File: src/sv/pspe_pkg.sv
// pspe_pkg: shared types and constants for the palette sprite pixel expander
// no dependencies
`default_nettype none

package pspe_pkg;

	// item opcodes
	localparam logic OP_LOAD  = 1'b0;
	localparam logic OP_PIXEL = 1'b1;

	// configuration register indexes
	localparam int CFG_IDX_W = 3;
	localparam logic [CFG_IDX_W-1:0] CFG_ORIGIN_X     = 3'd0;
	localparam logic [CFG_IDX_W-1:0] CFG_ORIGIN_Y     = 3'd1;
	localparam logic [CFG_IDX_W-1:0] CFG_SPRITE_W     = 3'd2;
	localparam logic [CFG_IDX_W-1:0] CFG_SPRITE_H     = 3'd3;
	localparam logic [CFG_IDX_W-1:0] CFG_OPACITY_MODE = 3'd4;
	localparam logic [CFG_IDX_W-1:0] CFG_DISP_OPACITY = 3'd5;
	localparam int CFG_DATA_W = 16;

	localparam logic [6:0] OPACITY_FULL = 7'd100;

	// 4-bit opacity code to percent, op * 100 / 15 rounded down
	localparam logic [6:0] OPACITY_PCT [16] = '{
		7'd0,  7'd6,  7'd13, 7'd20, 7'd26, 7'd33, 7'd40, 7'd46,
		7'd53, 7'd60, 7'd66, 7'd73, 7'd80, 7'd86, 7'd93, 7'd100
	};

	// floor(p / 100) = (p * 5243) >> 19, exact for p <= 10000
	localparam logic [12:0] DIV100_RECIP = 13'd5243;
	localparam int DIV100_SHIFT = 19;

	typedef struct packed {
		logic        opcode;
		logic [3:0]  palette_slot;
		logic [15:0] palette_color;
		logic [7:0]  pixel_byte;
	} pspe_in_t;

	typedef struct packed {
		logic signed [15:0] pixel_x;
		logic signed [15:0] pixel_y;
		logic [15:0]        pixel_color;
		logic [6:0]         pixel_opacity;
		logic               last_pixel;
	} pspe_out_t;

	// current scan position handed from the walker to the pipeline
	typedef struct packed {
		logic signed [15:0] x;
		logic signed [15:0] y;
		logic               last;
	} pspe_pos_t;

endpackage

`default_nettype wire

File: src/sv/pspe_palette_ram.sv
// pspe_palette_ram: palette color memory, one write and one registered read port
// no package dependencies
`default_nettype none

module pspe_palette_ram #(
	parameter int DEPTH = 16,
	parameter int AW    = 4
) (
	input  wire logic          clk,
	input  wire logic          we,
	input  wire logic [AW-1:0] waddr,
	input  wire logic [15:0]   wdata,
	input  wire logic          re,
	input  wire logic [AW-1:0] raddr,
	output logic      [15:0]   rdata
);

	logic [15:0] mem [DEPTH];

	always_ff @(posedge clk) begin
		if (we) begin
			mem[waddr] <= wdata;
		end
	end

	always_ff @(posedge clk) begin
		if (re) begin
			rdata <= mem[raddr];
		end
	end

endmodule

`default_nettype wire

File: src/sv/pspe_scan.sv
// pspe_scan: row-major column and row counters, absolute coordinates
// depends on pspe_pkg
`default_nettype none

module pspe_scan
	import pspe_pkg::*;
(
	input  wire logic               clk,
	input  wire logic               arst_n,
	input  wire logic               step,
	input  wire logic [7:0]         sprite_width,
	input  wire logic [7:0]         sprite_height,
	input  wire logic signed [15:0] origin_x,
	input  wire logic signed [15:0] origin_y,
	output pspe_pos_t               pos
);

	logic [7:0] col_q;
	logic [7:0] row_q;
	logic [7:0] w_eff;
	logic [7:0] h_eff;
	logic       last_col;
	logic       last_row;

	// zero geometry acts as one
	assign w_eff = (sprite_width == 8'd0) ? 8'd1 : sprite_width;
	assign h_eff = (sprite_height == 8'd0) ? 8'd1 : sprite_height;

	// at or past the end counts as the end
	assign last_col = ({1'b0, col_q} + 9'd1) >= {1'b0, w_eff};
	assign last_row = ({1'b0, row_q} + 9'd1) >= {1'b0, h_eff};

	assign pos.x    = origin_x + $signed({8'd0, col_q});
	assign pos.y    = origin_y + $signed({8'd0, row_q});
	assign pos.last = last_col && last_row;

	always_ff @(posedge clk or negedge arst_n) begin
		if (!arst_n) begin
			col_q <= '0;
			row_q <= '0;
		end else if (step) begin
			if (last_col) begin
				col_q <= '0;
				row_q <= last_row ? 8'd0 : row_q + 8'd1;
			end else begin
				col_q <= col_q + 8'd1;
			end
		end
	end

	a_wrap_to_origin: assert property (@(posedge clk) disable iff (!arst_n)
		(step && pos.last) |=> (col_q == 8'd0 && row_q == 8'd0))
		else $error("scan counters did not wrap after last pixel");

endmodule

`default_nettype wire

File: src/sv/palette_sprite_pixel_expander.sv
// palette_sprite_pixel_expander: top level, palettized sprite to pixel write commands
// depends on pspe_pkg, pspe_palette_ram, pspe_scan
//
//  channel  | signals                              | transfer moves
//  ---------+--------------------------------------+--------------------------------
//  item     | item_valid, item_ready, item         | palette load or one pixel byte
//  result   | result_valid, result_ready, result   | one pixel write command
//  cfg      | cfg_valid, cfg_ready, cfg_index/data | one register write
//
// one item per clock sustained while results are taken; a pixel result is
// registered in stage 1, where the palette memory read and opacity product land
// at the transfer edge, then in the output register, through the divide by 100,
// when stage 1 advances; load items produce no result and only write the palette memory
// arst_n resets the scan counters, configuration registers and pipeline valids; palette is unset
// a stalled result holds the output register, a second pixel waits in stage 1,
// and item_ready drops only when both are full
`default_nettype none

module palette_sprite_pixel_expander
	import pspe_pkg::*;
#(
	parameter int PALETTE_ENTRIES = 16
) (
	input  wire logic                  clk,
	input  wire logic                  arst_n,
	input  wire logic                  item_valid,
	output logic                       item_ready,
	input  wire pspe_in_t              item,
	output logic                       result_valid,
	input  wire logic                  result_ready,
	output pspe_out_t                  result,
	input  wire logic                  cfg_valid,
	output logic                       cfg_ready,
	input  wire logic [CFG_IDX_W-1:0]  cfg_index,
	input  wire logic [CFG_DATA_W-1:0] cfg_data
);

	localparam int AW = (PALETTE_ENTRIES > 1) ? $clog2(PALETTE_ENTRIES) : 1;

	// configuration registers
	logic signed [15:0] origin_x_q;
	logic signed [15:0] origin_y_q;
	logic [7:0]         sprite_width_q;
	logic [7:0]         sprite_height_q;
	logic               opacity_mode_q;
	logic [6:0]         disp_opacity_q;

	// handshakes
	logic item_xfer;
	logic load_xfer;
	logic pixel_xfer;
	logic advance;

	// front end decode
	logic [3:0]  color_idx;
	logic [3:0]  op_code4;
	logic        slot_hit;
	logic        idx_hit;
	logic [6:0]  pct;
	logic [6:0]  disp_sat;
	logic [6:0]  scale;
	pspe_pos_t   pos;

	// stage 1
	logic               valid_s1;
	logic signed [15:0] x_s1;
	logic signed [15:0] y_s1;
	logic               last_s1;
	logic               hit_s1;
	logic [13:0]        prod_s1;
	logic [15:0]        ram_rdata;

	// output stage
	logic [25:0] recip_prod;

	assign cfg_ready = 1'b1;

	always_ff @(posedge clk or negedge arst_n) begin
		if (!arst_n) begin
			origin_x_q      <= '0;
			origin_y_q      <= '0;
			sprite_width_q  <= 8'd1;
			sprite_height_q <= 8'd1;
			opacity_mode_q  <= 1'b0;
			disp_opacity_q  <= OPACITY_FULL;
		end else if (cfg_valid && cfg_ready) begin
			unique case (cfg_index)
				CFG_ORIGIN_X:     origin_x_q      <= $signed(cfg_data);
				CFG_ORIGIN_Y:     origin_y_q      <= $signed(cfg_data);
				CFG_SPRITE_W:     sprite_width_q  <= cfg_data[7:0];
				CFG_SPRITE_H:     sprite_height_q <= cfg_data[7:0];
				CFG_OPACITY_MODE: opacity_mode_q  <= cfg_data[0];
				CFG_DISP_OPACITY: disp_opacity_q  <= cfg_data[6:0];
				default: ;  // unmapped index, write dropped
			endcase
		end
	end

	// stage 1 moves on when the output register is free or being emptied
	assign advance    = valid_s1 && (!result_valid || result_ready);
	assign item_ready = !valid_s1 || advance;
	assign item_xfer  = item_valid && item_ready;
	assign load_xfer  = item_xfer && (item.opcode == OP_LOAD);
	assign pixel_xfer = item_xfer && (item.opcode == OP_PIXEL);

	assign color_idx = item.pixel_byte[7:4];
	assign op_code4  = item.pixel_byte[3:0];
	assign slot_hit  = {1'b0, item.palette_slot} < 5'(PALETTE_ENTRIES);
	assign idx_hit   = {1'b0, color_idx} < 5'(PALETTE_ENTRIES);

	// percent from the table; scaling by 100 in plain mode keeps one divide path
	assign pct      = OPACITY_PCT[op_code4];
	assign disp_sat = (disp_opacity_q > OPACITY_FULL) ? OPACITY_FULL : disp_opacity_q;
	assign scale    = opacity_mode_q ? disp_sat : OPACITY_FULL;

	// palette memory: loads write, pixels read; a load is written at its transfer
	// edge, before any later pixel reads, so no forwarding is needed
	pspe_palette_ram #(
		.DEPTH(PALETTE_ENTRIES),
		.AW   (AW)
	) u_ram (
		.clk  (clk),
		.we   (load_xfer && slot_hit),
		.waddr(item.palette_slot[AW-1:0]),
		.wdata(item.palette_color),
		.re   (pixel_xfer && idx_hit),
		.raddr(color_idx[AW-1:0]),
		.rdata(ram_rdata)
	);

	pspe_scan u_scan (
		.clk          (clk),
		.arst_n       (arst_n),
		.step         (pixel_xfer),
		.sprite_width (sprite_width_q),
		.sprite_height(sprite_height_q),
		.origin_x     (origin_x_q),
		.origin_y     (origin_y_q),
		.pos          (pos)
	);

	// stage 1: coordinates, flags and opacity product
	always_ff @(posedge clk or negedge arst_n) begin
		if (!arst_n) begin
			valid_s1 <= 1'b0;
		end else if (item_ready) begin
			valid_s1 <= pixel_xfer;
		end
	end

	always_ff @(posedge clk) begin
		if (pixel_xfer) begin
			x_s1    <= pos.x;
			y_s1    <= pos.y;
			last_s1 <= pos.last;
			hit_s1  <= idx_hit;
			prod_s1 <= 14'(pct * scale);
		end
	end

	// divide by 100 through the reciprocal
	assign recip_prod = 26'(prod_s1 * DIV100_RECIP);

	// output register
	always_ff @(posedge clk or negedge arst_n) begin
		if (!arst_n) begin
			result_valid <= 1'b0;
		end else if (advance) begin
			result_valid <= 1'b1;
		end else if (result_ready) begin
			result_valid <= 1'b0;
		end
	end

	always_ff @(posedge clk) begin
		if (advance) begin
			result.pixel_x       <= x_s1;
			result.pixel_y       <= y_s1;
			result.pixel_color   <= hit_s1 ? ram_rdata : 16'd0;
			result.pixel_opacity <= recip_prod[DIV100_SHIFT +: 7];
			result.last_pixel    <= last_s1;
		end
	end

	a_load_no_result: assert property (@(posedge clk) disable iff (!arst_n)
		load_xfer |=> !valid_s1)
		else $error("load item entered the pixel pipeline");

	a_pixel_enters: assert property (@(posedge clk) disable iff (!arst_n)
		pixel_xfer |=> valid_s1)
		else $error("pixel transfer lost before stage 1");

	a_opacity_range: assert property (@(posedge clk) disable iff (!arst_n)
		result_valid |-> (result.pixel_opacity <= OPACITY_FULL))
		else $error("pixel opacity above full scale");

	a_stall_holds_s1: assert property (@(posedge clk) disable iff (!arst_n)
		(valid_s1 && result_valid && !result_ready) |=> (valid_s1 && $stable(prod_s1)))
		else $error("stage 1 changed under a stalled result");

endmodule

`default_nettype wire

File: config.mk
export PLATFORM = sky130hd
export DESIGN_NAME = palette_sprite_pixel_expander
export DESIGN_NICKNAME = d
export VERILOG_FILES = /design/src/sv/pspe_pkg.sv /design/src/sv/pspe_palette_ram.sv /design/src/sv/pspe_scan.sv /design/src/sv/palette_sprite_pixel_expander.sv
export SDC_FILE = /design/constraint.sdc
export NUM_CORES = 1
export LEC_CHECK = 0
export ABC_AREA = 1
export BUFFER_PORTS_ARGS = -buffer_cell sky130_fd_sc_hd__clkbuf_2
export CAP_MARGIN = 20
export CORE_MARGIN = 8
export CORE_UTILIZATION = 45
export CTS_BUF_LIST = sky130_fd_sc_hd__clkbuf_8
export CTS_CLUSTER_DIAMETER = 40
export DETAILED_ROUTE_END_ITERATION = 12
export HOLD_SLACK_MARGIN = 0.1
export REMOVE_ABC_BUFFERS = 1
export SETUP_SLACK_MARGIN = 0.1
export SYNTH_ARGS = -nofsm -noshare
export SYNTH_HDL_FRONTEND = slang
export SYNTH_SLANG_ARGS = --single-unit
File: constraint.sdc
create_clock -name clk -period 9.5 [get_ports clk]
set_input_delay 0.475 -clock clk [delete_from_list [all_inputs] [get_ports clk]]
set_output_delay 0.475 -clock clk [all_outputs]
set_load 0.05 [all_outputs]
# Yosys cells after proc, flatten, opt, wreduce, memory -nomap -nowiden
# Memories as Yosys holds them, arrays and structs flattened. A register that Yosys moved wholly into a read port is not among the register bits.
# Cells that the tools add are included.
dict set report op_classes {
  eq_ne 5
  bitwise 2
  mul 2
  muxes 12
  n_addsub 6
  n_reduce_logical 20
  order_cmp 4
}
# cell n
set ops {}
lappend ops {{$add A16 B9 Y16} 2}
lappend ops {{$mux W8} 4}
lappend ops {{$mux W7} 4}
lappend ops {{$mul A14 B13 Y26 const B} 1}
lappend ops {{$add A8 B1 Y9 const B} 2}
lappend ops {{$ge A9 B8 Y1} 2}
lappend ops {{$add A8 B1 Y8 const B} 2}
lappend ops {{$logic_not A8 Y1} 2}
lappend ops {{$mul A7 B7 Y14} 1}
lappend ops {{$reduce_and A2 Y1} 7}
lappend ops {{$gt A7 B7 Y1 const B} 1}
lappend ops {{$eq A3 B2 Y1 const B} 2}
lappend ops {{$eq A3 B3 Y1 const B} 2}
lappend ops {{$ge A5 B5 Y1 const B} 1}
lappend ops {{$logic_and A1 B1 Y1} 5}
lappend ops {{$not A4 Y5} 1}
lappend ops {{$mux W1} 4}
lappend ops {{$eq A3 B1 Y1 const B} 1}
lappend ops {{$logic_not A3 Y1} 1}
lappend ops {{$logic_not A1 Y1} 2}
lappend ops {{$logic_or A1 B1 Y1} 2}
lappend ops {{$reduce_bool A2 Y1} 1}
lappend ops {{$not A1 Y1} 1}
dict set report word_totals {
  mem_bits_ro 112
  output_inout_bits 59
  mem_bits_rw 256
  mem_count 2
  word_cells 72
  regBits 177
  inputBits 53
}
# memory words word_bits rd rd_ports_with_merged_regs write_ports line
set mem_list {}
lappend mem_list {u_ram.mem 16 16 1 1 1 pspe_palette_ram.sv:18} ;# logic [15:0] mem [DEPTH];
lappend mem_list {{(name not given)} 16 7 1 0 0 palette_sprite_pixel_expander.sv:112} ;# assign pct = OPACITY_PCT[op_code4];

# Depth between registers and ports, before layout
# Gate-level depths: netlist of run 1.
dict set report logic_depth {
  word_depth 8
  ltp_mapped 22
  depth_no_buf 22
}

# Hierarchy
# From an unflattened synthesis of run 1, not the netlist that was laid out.
dict set report unflattened {
  hier_cells 2551
  area_unflattened_um2 25009.0
}
# module instances area_each_um2 cells_each seq_area_each_um2
set modules_own_cells {}
lappend modules_own_cells {pspe_palette_ram 1 11541.1 1074 8167.8}
lappend modules_own_cells {palette_sprite_pixel_expander 1 10943.0 1088 4550.6}
lappend modules_own_cells {pspe_scan 1 2524.9 389 400.4}

# Worst setup path after synthesis of run 1
# Ideal clock, no wire load.
dict set report synth_path {
  kind {input to register}
  startpoint {input port item[1] (netlist name)}
  endpoint {register prod_s1[13] (data pin)}
  arrival_ns 4.658
  setup_slack_ns 4.577
  setup_time_ns 0.265
  stages 20
  path_cell_list {inv_1 ha_1 nand2_1 nand2_1 nand2_1 o21ai_1 or2_2 fa_1 fa_1 inv_1 fa_1 inv_1 fa_1 inv_1 ha_1 a21oi_1 o21ai_0 a21oi_1 o21ai_0 xor2_1}
}
dict set report synth_between {
  elab_chain_cells 5
}
# element line
set synth_lines {}
lappend synth_lines {{from (decl)} palette_sprite_pixel_expander.sv:28} ;# input wire pspe_in_t item,
lappend synth_lines {{$not A4 Y5 (not written as such)} palette_sprite_pixel_expander.sv:112}
lappend synth_lines {{$mem_v2 Z16 W7} n/a}
lappend synth_lines {{$mux W7 (not written as such) (2 in a row)} palette_sprite_pixel_expander.sv:112}
lappend synth_lines {{$mul A7 B7 Y14} palette_sprite_pixel_expander.sv:157} ;# prod_s1 <= 14'(pct * scale);
lappend synth_lines {{to (signal assigned)} palette_sprite_pixel_expander.sv:157}
lappend synth_lines {{to (decl)} palette_sprite_pixel_expander.sv:70} ;# logic [13:0] prod_s1;
# No other way between the ends. The select of a mux whose other input is x is not followed.
# A chain may end at the register's enable or synchronous reset.

# Worst setup path after layout of run 1
dict set report layout_path {
  startpoint {register disp_opacity_q[0]}
  endpoint {register prod_s1[13] (data pin)}
}
dict set report layout_between {
  elab_chain_cells 4
}
# element line
set layout_lines {}
lappend layout_lines {{from (decl)} palette_sprite_pixel_expander.sv:46} ;# logic [6:0] disp_opacity_q;
lappend layout_lines {{from (signal assigned)} palette_sprite_pixel_expander.sv:93} ;# CFG_DISP_OPACITY: disp_opacity_q <= cfg_data[6:0];
lappend layout_lines {{$gt A7 B7 Y1} palette_sprite_pixel_expander.sv:113} ;# assign disp_sat = (disp_opacity_q > OPACITY_FULL) ? OPACITY_FULL : disp_opacity_q;
lappend layout_lines {{$mux W7 (*)} palette_sprite_pixel_expander.sv:113}
lappend layout_lines {{$mux W7 (*)} palette_sprite_pixel_expander.sv:114} ;# assign scale = opacity_mode_q ? disp_sat : OPACITY_FULL;
lappend layout_lines {{$mul A7 B7 Y14 (*)} palette_sprite_pixel_expander.sv:157}
# Mark *: on every way between the ends. The rest lies on a longest branch, timed or not.

==> implementation parameters, run 1 <==
Parameter                              Value

Route
  DRC errors left    0
  Routed wire length    53800 um
  Wire per inst    17.9 um
  Ratio of routed vias to standard cells    5.16
  Vias post-DR    15.5k
  Number of antenna-violating nets in the routed design    0
  Initial drt markers    1054
  Detailed-router iteration count before antenna repair    8

STA
  Final number of setup-violating endpoints    0
  Setup repair after global routing missed its margin    no
  Setup TNS    0 ns
  Upper clock frequency limit    199 MHz
  Worst-Margin Slew    1.09 ns
  Max Transition Viols Final    0
  Total count of hold-check failures in the final report    0
  Post-route fraction of the period consumed by the critical path    0.528
  Clock Skew    0.0268 ns
  Final critical path time including I/O delays and setup    5.02 ns
  Slew Limit Headroom    0.273

Job
  # Max-Cap Violations    0

Clock tree
  Maximum clock path buffer count    3
  Number of clock sinks seen by CTS    449
  Number of buffers created by CTS    78
  Clock root buffer    clkbuf_8
  Cts-stage hold buffer count    5
  Number of buffers added for setup after CTS    0
  Resize count post-CTS    0
  TritonCTS clock tree    done
  Clock latency at the later pin of the worst-skew pair    0.63 ns
  Clk slew on worst S/H paths    0.06 ns
  H-tree Lvls    3

Global routing
  Pin count of the biggest net entering global routing    116
  Global-route wire length before repair    84600 um
  Antenna violations before repair    3
  Vias in the first global route    15.8k
  GRT Overall Usage    0.178
  Aggregate global routing overflow    0

Place
  Number of port buffers    110
  Gp weighted congestion    0.859
  Placed wire-length estimate    35800 um
  Placed Cells incl. Taps    2863

Floorplanning
  Die extent in x    246 um
  Placeable core region    0.0526 sq mm
  Effective utilization at floorplan    0.454
  Die outline area    0.0607 sq mm
  Number of rows created at floorplan    84
  Count of boundary I/O pins    112
  Die height    246 um

Synthesis
  Register bit total from synthesis    449
  Leading register cell type out of synthesis    edfxtp_1
  Avg Cell Area, Syn    11.4 sq um
  Async set-reset flop share out of synthesis    0.165
  Post-synthesis instance area    0.0239 sq mm
  Yosys warning total    0
  Sequential area share after synthesis    0.550
  Number of enable flip-flop cells after synthesis    375
  Post-Synthesis Cells    2099
  Number of different library cells in the post-synthesis netlist    48

Outcome
  Run status    finished, final reports clean

Setup path
  Maximum fanout count along the critical path    6
  Category of cells accounting for the largest share of critical-path delay    adder cells
  Data required, critical path    9.88 ns
  Critical path's most frequent cell    inv_1
  Series of cell instances along the critical path    inv_1 > nand2_1 > a211o_1 > nand3_1 > nand2_1 > nor2_1 > inv_1 > nand2_1 > fa_1 > fa_1 > inv_1 > fa_1 > inv_1 > fa_1 > inv_1 > ha_1 > a21oi_1 > o21ai_0 > a21oi_1 > o21ai_0 > xor2_1
  Largest stage delay, worst path    0.53 ns
  Combined buffer and inverter count along the critical path    5
  Setup Crit Path Kind    reg -> reg
  Kind of start point of the critical path    flop
  Slowest cell on the critical path    fa_1
  Critical path endpoint category    flop
  Arrival time of the worst setup path    5.40 ns

Finish
  Most common cell after layout, fill and taps aside    edfxtp_1
  Final cell count without fillers    3008
  Final Core Density    0.511
  Fraction of layout instances using a drive strength above 1    0.121
  Growth of design area from synthesis to finish    12.5%
  Fin nets    2569
  Most frequent cells in the layout    375 x edfxtp_1, 352 x inv_1, 277 x nand2_1

Worst hold path
  Kind of path behind the tightest hold check    in -> reg
==> registers in the layout (all words and copies together) (netlist names) <==
name / flops
prod_s1: 14
valid_s1: 1
last_s1: 1
u_scan.row_q: 8
result: 56
sprite_height_q: 8
u_ram.mem: 256
opacity_mode_q: 1
origin_y_q: 16
u_ram.rdata: 16
x_s1: 16
disp_opacity_q: 7
result_valid: 1
u_scan.col_q: 8
sprite_width_q: 8
y_s1: 16
origin_x_q: 16
==> kinds of logic (layout without fill, tap and decap cells) <==
kind of cell,count (synthesis),count (layout),synth area share
and+or+nand+nor,508,508,0.0887
DFF,449,449,0.550
xor gates and xnor gates,50,50,0.0184
muxes,64,64,0.0268
adders and majority gates,255,255,0.161
AOI/OAI and AO/OA,383,383,0.0915
other,1,3,0.000157
buffers and inverters,389,608,0.0633
==> final timing paths <==
check / startpoint / endpoint / slack (ns) / cells past startpoint
worst max register to register: disp_opacity_q[0] / prod_s1[13] / 4.48 / 21
worst max-delay path: disp_opacity_q[0] / prod_s1[13] / 4.48 / 21
worst min-delay path: cfg_data[8] / origin_x_q[8] / 0.16 / 3
min in group asynchronous: arst_n / result_valid / 0.52 / 2
max in group asynchronous: arst_n / origin_y_q[1] / 8.30 / 2
worst min register to register: y_s1[9] / result[33] / 0.41 / 0
==> layer usage <==
| layer | track usage | part of all wire |
|---|---|---|
| met1 | 0.232 | 0.44 |
| met2 | 0.294 | 0.49 |
| met3 | 0.0374 | 0.051 |
| met4 | 0.0589 | 0.019 |
| met5 | 0 | 0.00024 |
==> worst reg2reg max path: cells and delay by family, from the launching register on <==
family | cells | cell delay (ns)
adders and majority gates | 5 | 2.34
AOI/OAI and AO/OA | 5 | 0.88
and+or+nand+nor | 5 | 0.67
DFF | 1 | 0.38
buffers and inverters | 5 | 0.35
xor gates and xnor gates | 1 | 0.16
==> cell type report <==
type / instances / area [sq um]
flip-flops and latches: 449 / 13100
inverters: 332 / 1250
repair buffers: 139 / 810
clock inverters: 53 / 362
clock buffers: 84 / 1160
diodes: 2 / 5.00
well taps: 688 / 861
fillers: 4717 / 25700
multi-input cells: 1261 / 9280
==> synth_stat cells, types with 32 or more instances <==
master | n | area (sq um)
a21oi_1 | 109 | 546
ha_1 | 167 | 2090
o21ai_0 | 165 | 826
nand2_1 | 277 | 1040
nor2_1 | 118 | 443
fa_1 | 88 | 1760
mux2i_1 | 64 | 641
dfrtp_1 | 69 | 1730
inv_1 | 330 | 1240
edfxtp_1 | 375 | 11300
nand3_1 | 71 | 355
clkbuf_1 | 32 | 120
o211ai_1 | 67 | 503
==> per-stage QoR <==
stage,setup WS [ns],cell area [sq um],hold WS (ns)
2_1_floorplan,4.58,23600,0.179
3_3_place_gp,4.12,25200,0.401
3_5_place_dp,4.04,25200,0.405
4_1_cts,4.47,26800,0.106
5_1_grt,4.05,26800,0.124
6_report,4.48,26800,0.157
Power of run 1 is not shown: default switching activity piles up to over one toggle a cycle in this logic, so the estimate is an artifact.
==> run 2: changes to the inputs <==
- clock period: 9.5 -> 4.56 ns (I/O delays scaled with it)
==> implementation parameters, run 2 (same netlist as run 1, synthesis figures left out) <==
Parameter                              Value

Setup path
  Crit. path cell count    22
  Category of cells accounting for the largest share of critical-path delay    adder cells
  Slowest cell on the critical path    fa_1
  Data required, critical path    4.95 ns
  Arrival time of the worst setup path    4.85 ns
  Cell depth of the worst flop-to-flop path    22
  Combined buffer and inverter count along the critical path    6
  Maximum fanout count along the critical path    4
  Largest stage delay, worst path    0.54 ns
  Series of cell instances along the critical path    inv_1 > nand2_1 > a211o_1 > nand3_2 > nand2_4 > inv_2 > nand2_2 > inv_2 > nand2_2 > fa_1 > fa_1 > inv_2 > fa_1 > inv_1 > fa_1 > inv_2 > ha_4 > a21oi_2 > o21ai_1 > a21oi_2 > o21ai_1 > xor2_1
  Kind of start point of the critical path    flop
  Setup Crit Path Kind    reg -> reg
  End of the worst register-to-register path    prod_s1[11]
  R2R setup slack    0.10 ns
  Startpoint of the worst-slack reg-to-reg timing path    disp_opacity_q[1]
  Critical path endpoint category    flop

Floorplanning
  Placeable core region    0.0526 sq mm
  Effective utilization at floorplan    0.454
  Count of boundary I/O pins    112
  Die extent in x    246 um
  Die height    246 um
  Die outline area    0.0607 sq mm
  Number of rows created at floorplan    84

STA
  Upper clock frequency limit    224 MHz
  Slew Limit Headroom    0.298
  Clock Skew    0.0418 ns
  Post-route fraction of the period consumed by the critical path    0.977
  Worst Hold Margin    0.187 ns
  Total count of hold-check failures in the final report    0
  Setup repair after global routing missed its margin    yes
  Worst-Margin Slew    1.05 ns
  Max Transition Viols Final    0
  Min setup slack post-route    0.104 ns
  Final number of setup-violating endpoints    0
  Final critical path time including I/O delays and setup    4.46 ns

Worst hold path
  Hold Startpoint    cfg_index[1]
  Hold path depth    3
  Endpoint with the worst hold slack    sprite_width_q[0]
  Kind of path behind the tightest hold check    in -> reg

Clock tree
  TritonCTS clock tree    done
  Clk slew on worst S/H paths    0.06 ns
  Number of buffers created by CTS    78
  H-tree Lvls    3
  Number of clock sinks seen by CTS    449
  Clock latency at the later pin of the worst-skew pair    0.64 ns
  Clock root buffer    clkbuf_8
  Maximum clock path buffer count    3

Route
  DRC errors left    0
  Wire per inst    17.7 um
  Initial drt markers    1009
  Routed wire length    55100 um
  Ratio of routed vias to standard cells    5.15
  Detailed-router iteration count before antenna repair    5
  Vias post-DR    16.1k
  Number of antenna-violating nets in the routed design    0

Finish
  Top flop regs    u_ram.mem x256, result x56
  Fin nets    2677
  Area used by multi-input combinational logic    0.00969 sq mm
  Largest register FFs    256
  Footprint of the flip-flops and latches    0.0131 sq mm
  Most frequent cells in the layout    375 x edfxtp_1, 339 x inv_1, 266 x nand2_1
  Filler Cells Inserted    4549
  Final Core Density    0.539
  Final cell count without fillers    3121
  Most common cell after layout, fill and taps aside    edfxtp_1
  Fraction of layout instances using a drive strength above 1    0.178
  Register bank with the most flops    u_ram.mem
  Growth of design area from synthesis to finish    18.6%

Global routing
  Vias in the first global route    16.1k
  Aggregate global routing overflow    0
  GRT Overall Usage    0.179
  Antenna violations before repair    2
  Global-route wire length before repair    85900 um
  Pin count of the biggest net entering global routing    112

Job
  # Max-Cap Violations    0

Outcome
  Run status    finished, final reports clean

Place
  Gp weighted congestion    0.858
  Number of port buffers    110
  Placed wire-length estimate    36600 um
  Placed Cells incl. Taps    2915
  Post-place setup slack    -0.399 ns
## run 2: cell count changes in the layout (fill, tap and decap cells not counted), moves of 8 or more
| cell | before | now |
|---|---|---|
| ha_4 | 0 | 14 |
| buf_4 | 24 | 90 |
| dlygate4sd3_1 | 5 | 40 |
| ha_1 | 167 | 153 |
| nand2_1 | 277 | 266 |
| a21oi_1 | 108 | 97 |
| nor2_1 | 102 | 91 |
| inv_2 | 2 | 12 |
| a21oi_2 | 1 | 9 |
| inv_1 | 352 | 339 |
## run 2: repair_timing
item / in CTS / in global routing
resized for setup: 20 / 74
hold endpoints to repair: 390 / 0
hold buffers: 40 / 0
endpoints found under the setup margin: 11 / 13
buffers inserted: 8 / 14
pin swaps: 16 / 51
## run 2: tightest hold or removal path, stage by stage
cell and delay, ns:
clkbuf_2 0.12, nand3_1 0.34, o21ai_0 0.13
## run 2: metal layers
layer | part of all wire | vias up | track usage
met1 | 0.45 | 7895 | 0.238
met2 | 0.49 | 350 | 0.297
met3 | 0.046 | 95 | 0.0327
met5 | 0.00024 | - | 0
li1 | - | 7733 | -
met4 | 0.020 | 2 | 0.0568
## run 2: layout make-up
class | instances | share of cell area
multi-input combinational | 1261 | 0.342
antenna | 1 | 0.0000884
timing repair buffer | 247 | 0.0610
tap | 688 | 0.0304
inverter | 332 | 0.0441
sequential | 449 | 0.463
clock buffer | 83 | 0.0403
clock inverter | 60 | 0.0186
## run 2: stage by stage
stage          setup TNS [ns]  area, sq um
2_1_floorplan          -0.293        23600
3_3_place_gp            -1.43        25600
3_5_place_dp            -1.85        25600
4_1_cts                     0        27800
5_1_grt                -0.153        28300
6_report                    0        28300
## run 2: how the worst max path moves through the flow
stage                      start     endpoint  slack (ns)
6_report       disp_opacity_q[1]  prod_s1[11]        0.10
5_1_grt        disp_opacity_q[1]  prod_s1[11]       -0.06
3_3_place_gp             item[0]  prod_s1[13]       -0.31
2_1_floorplan            item[1]  prod_s1[13]       -0.12
4_1_cts        disp_opacity_q[1]  prod_s1[13]        0.09
3_5_place_dp             item[0]  prod_s1[11]       -0.40
Power of run 2 is left out for the same reason.
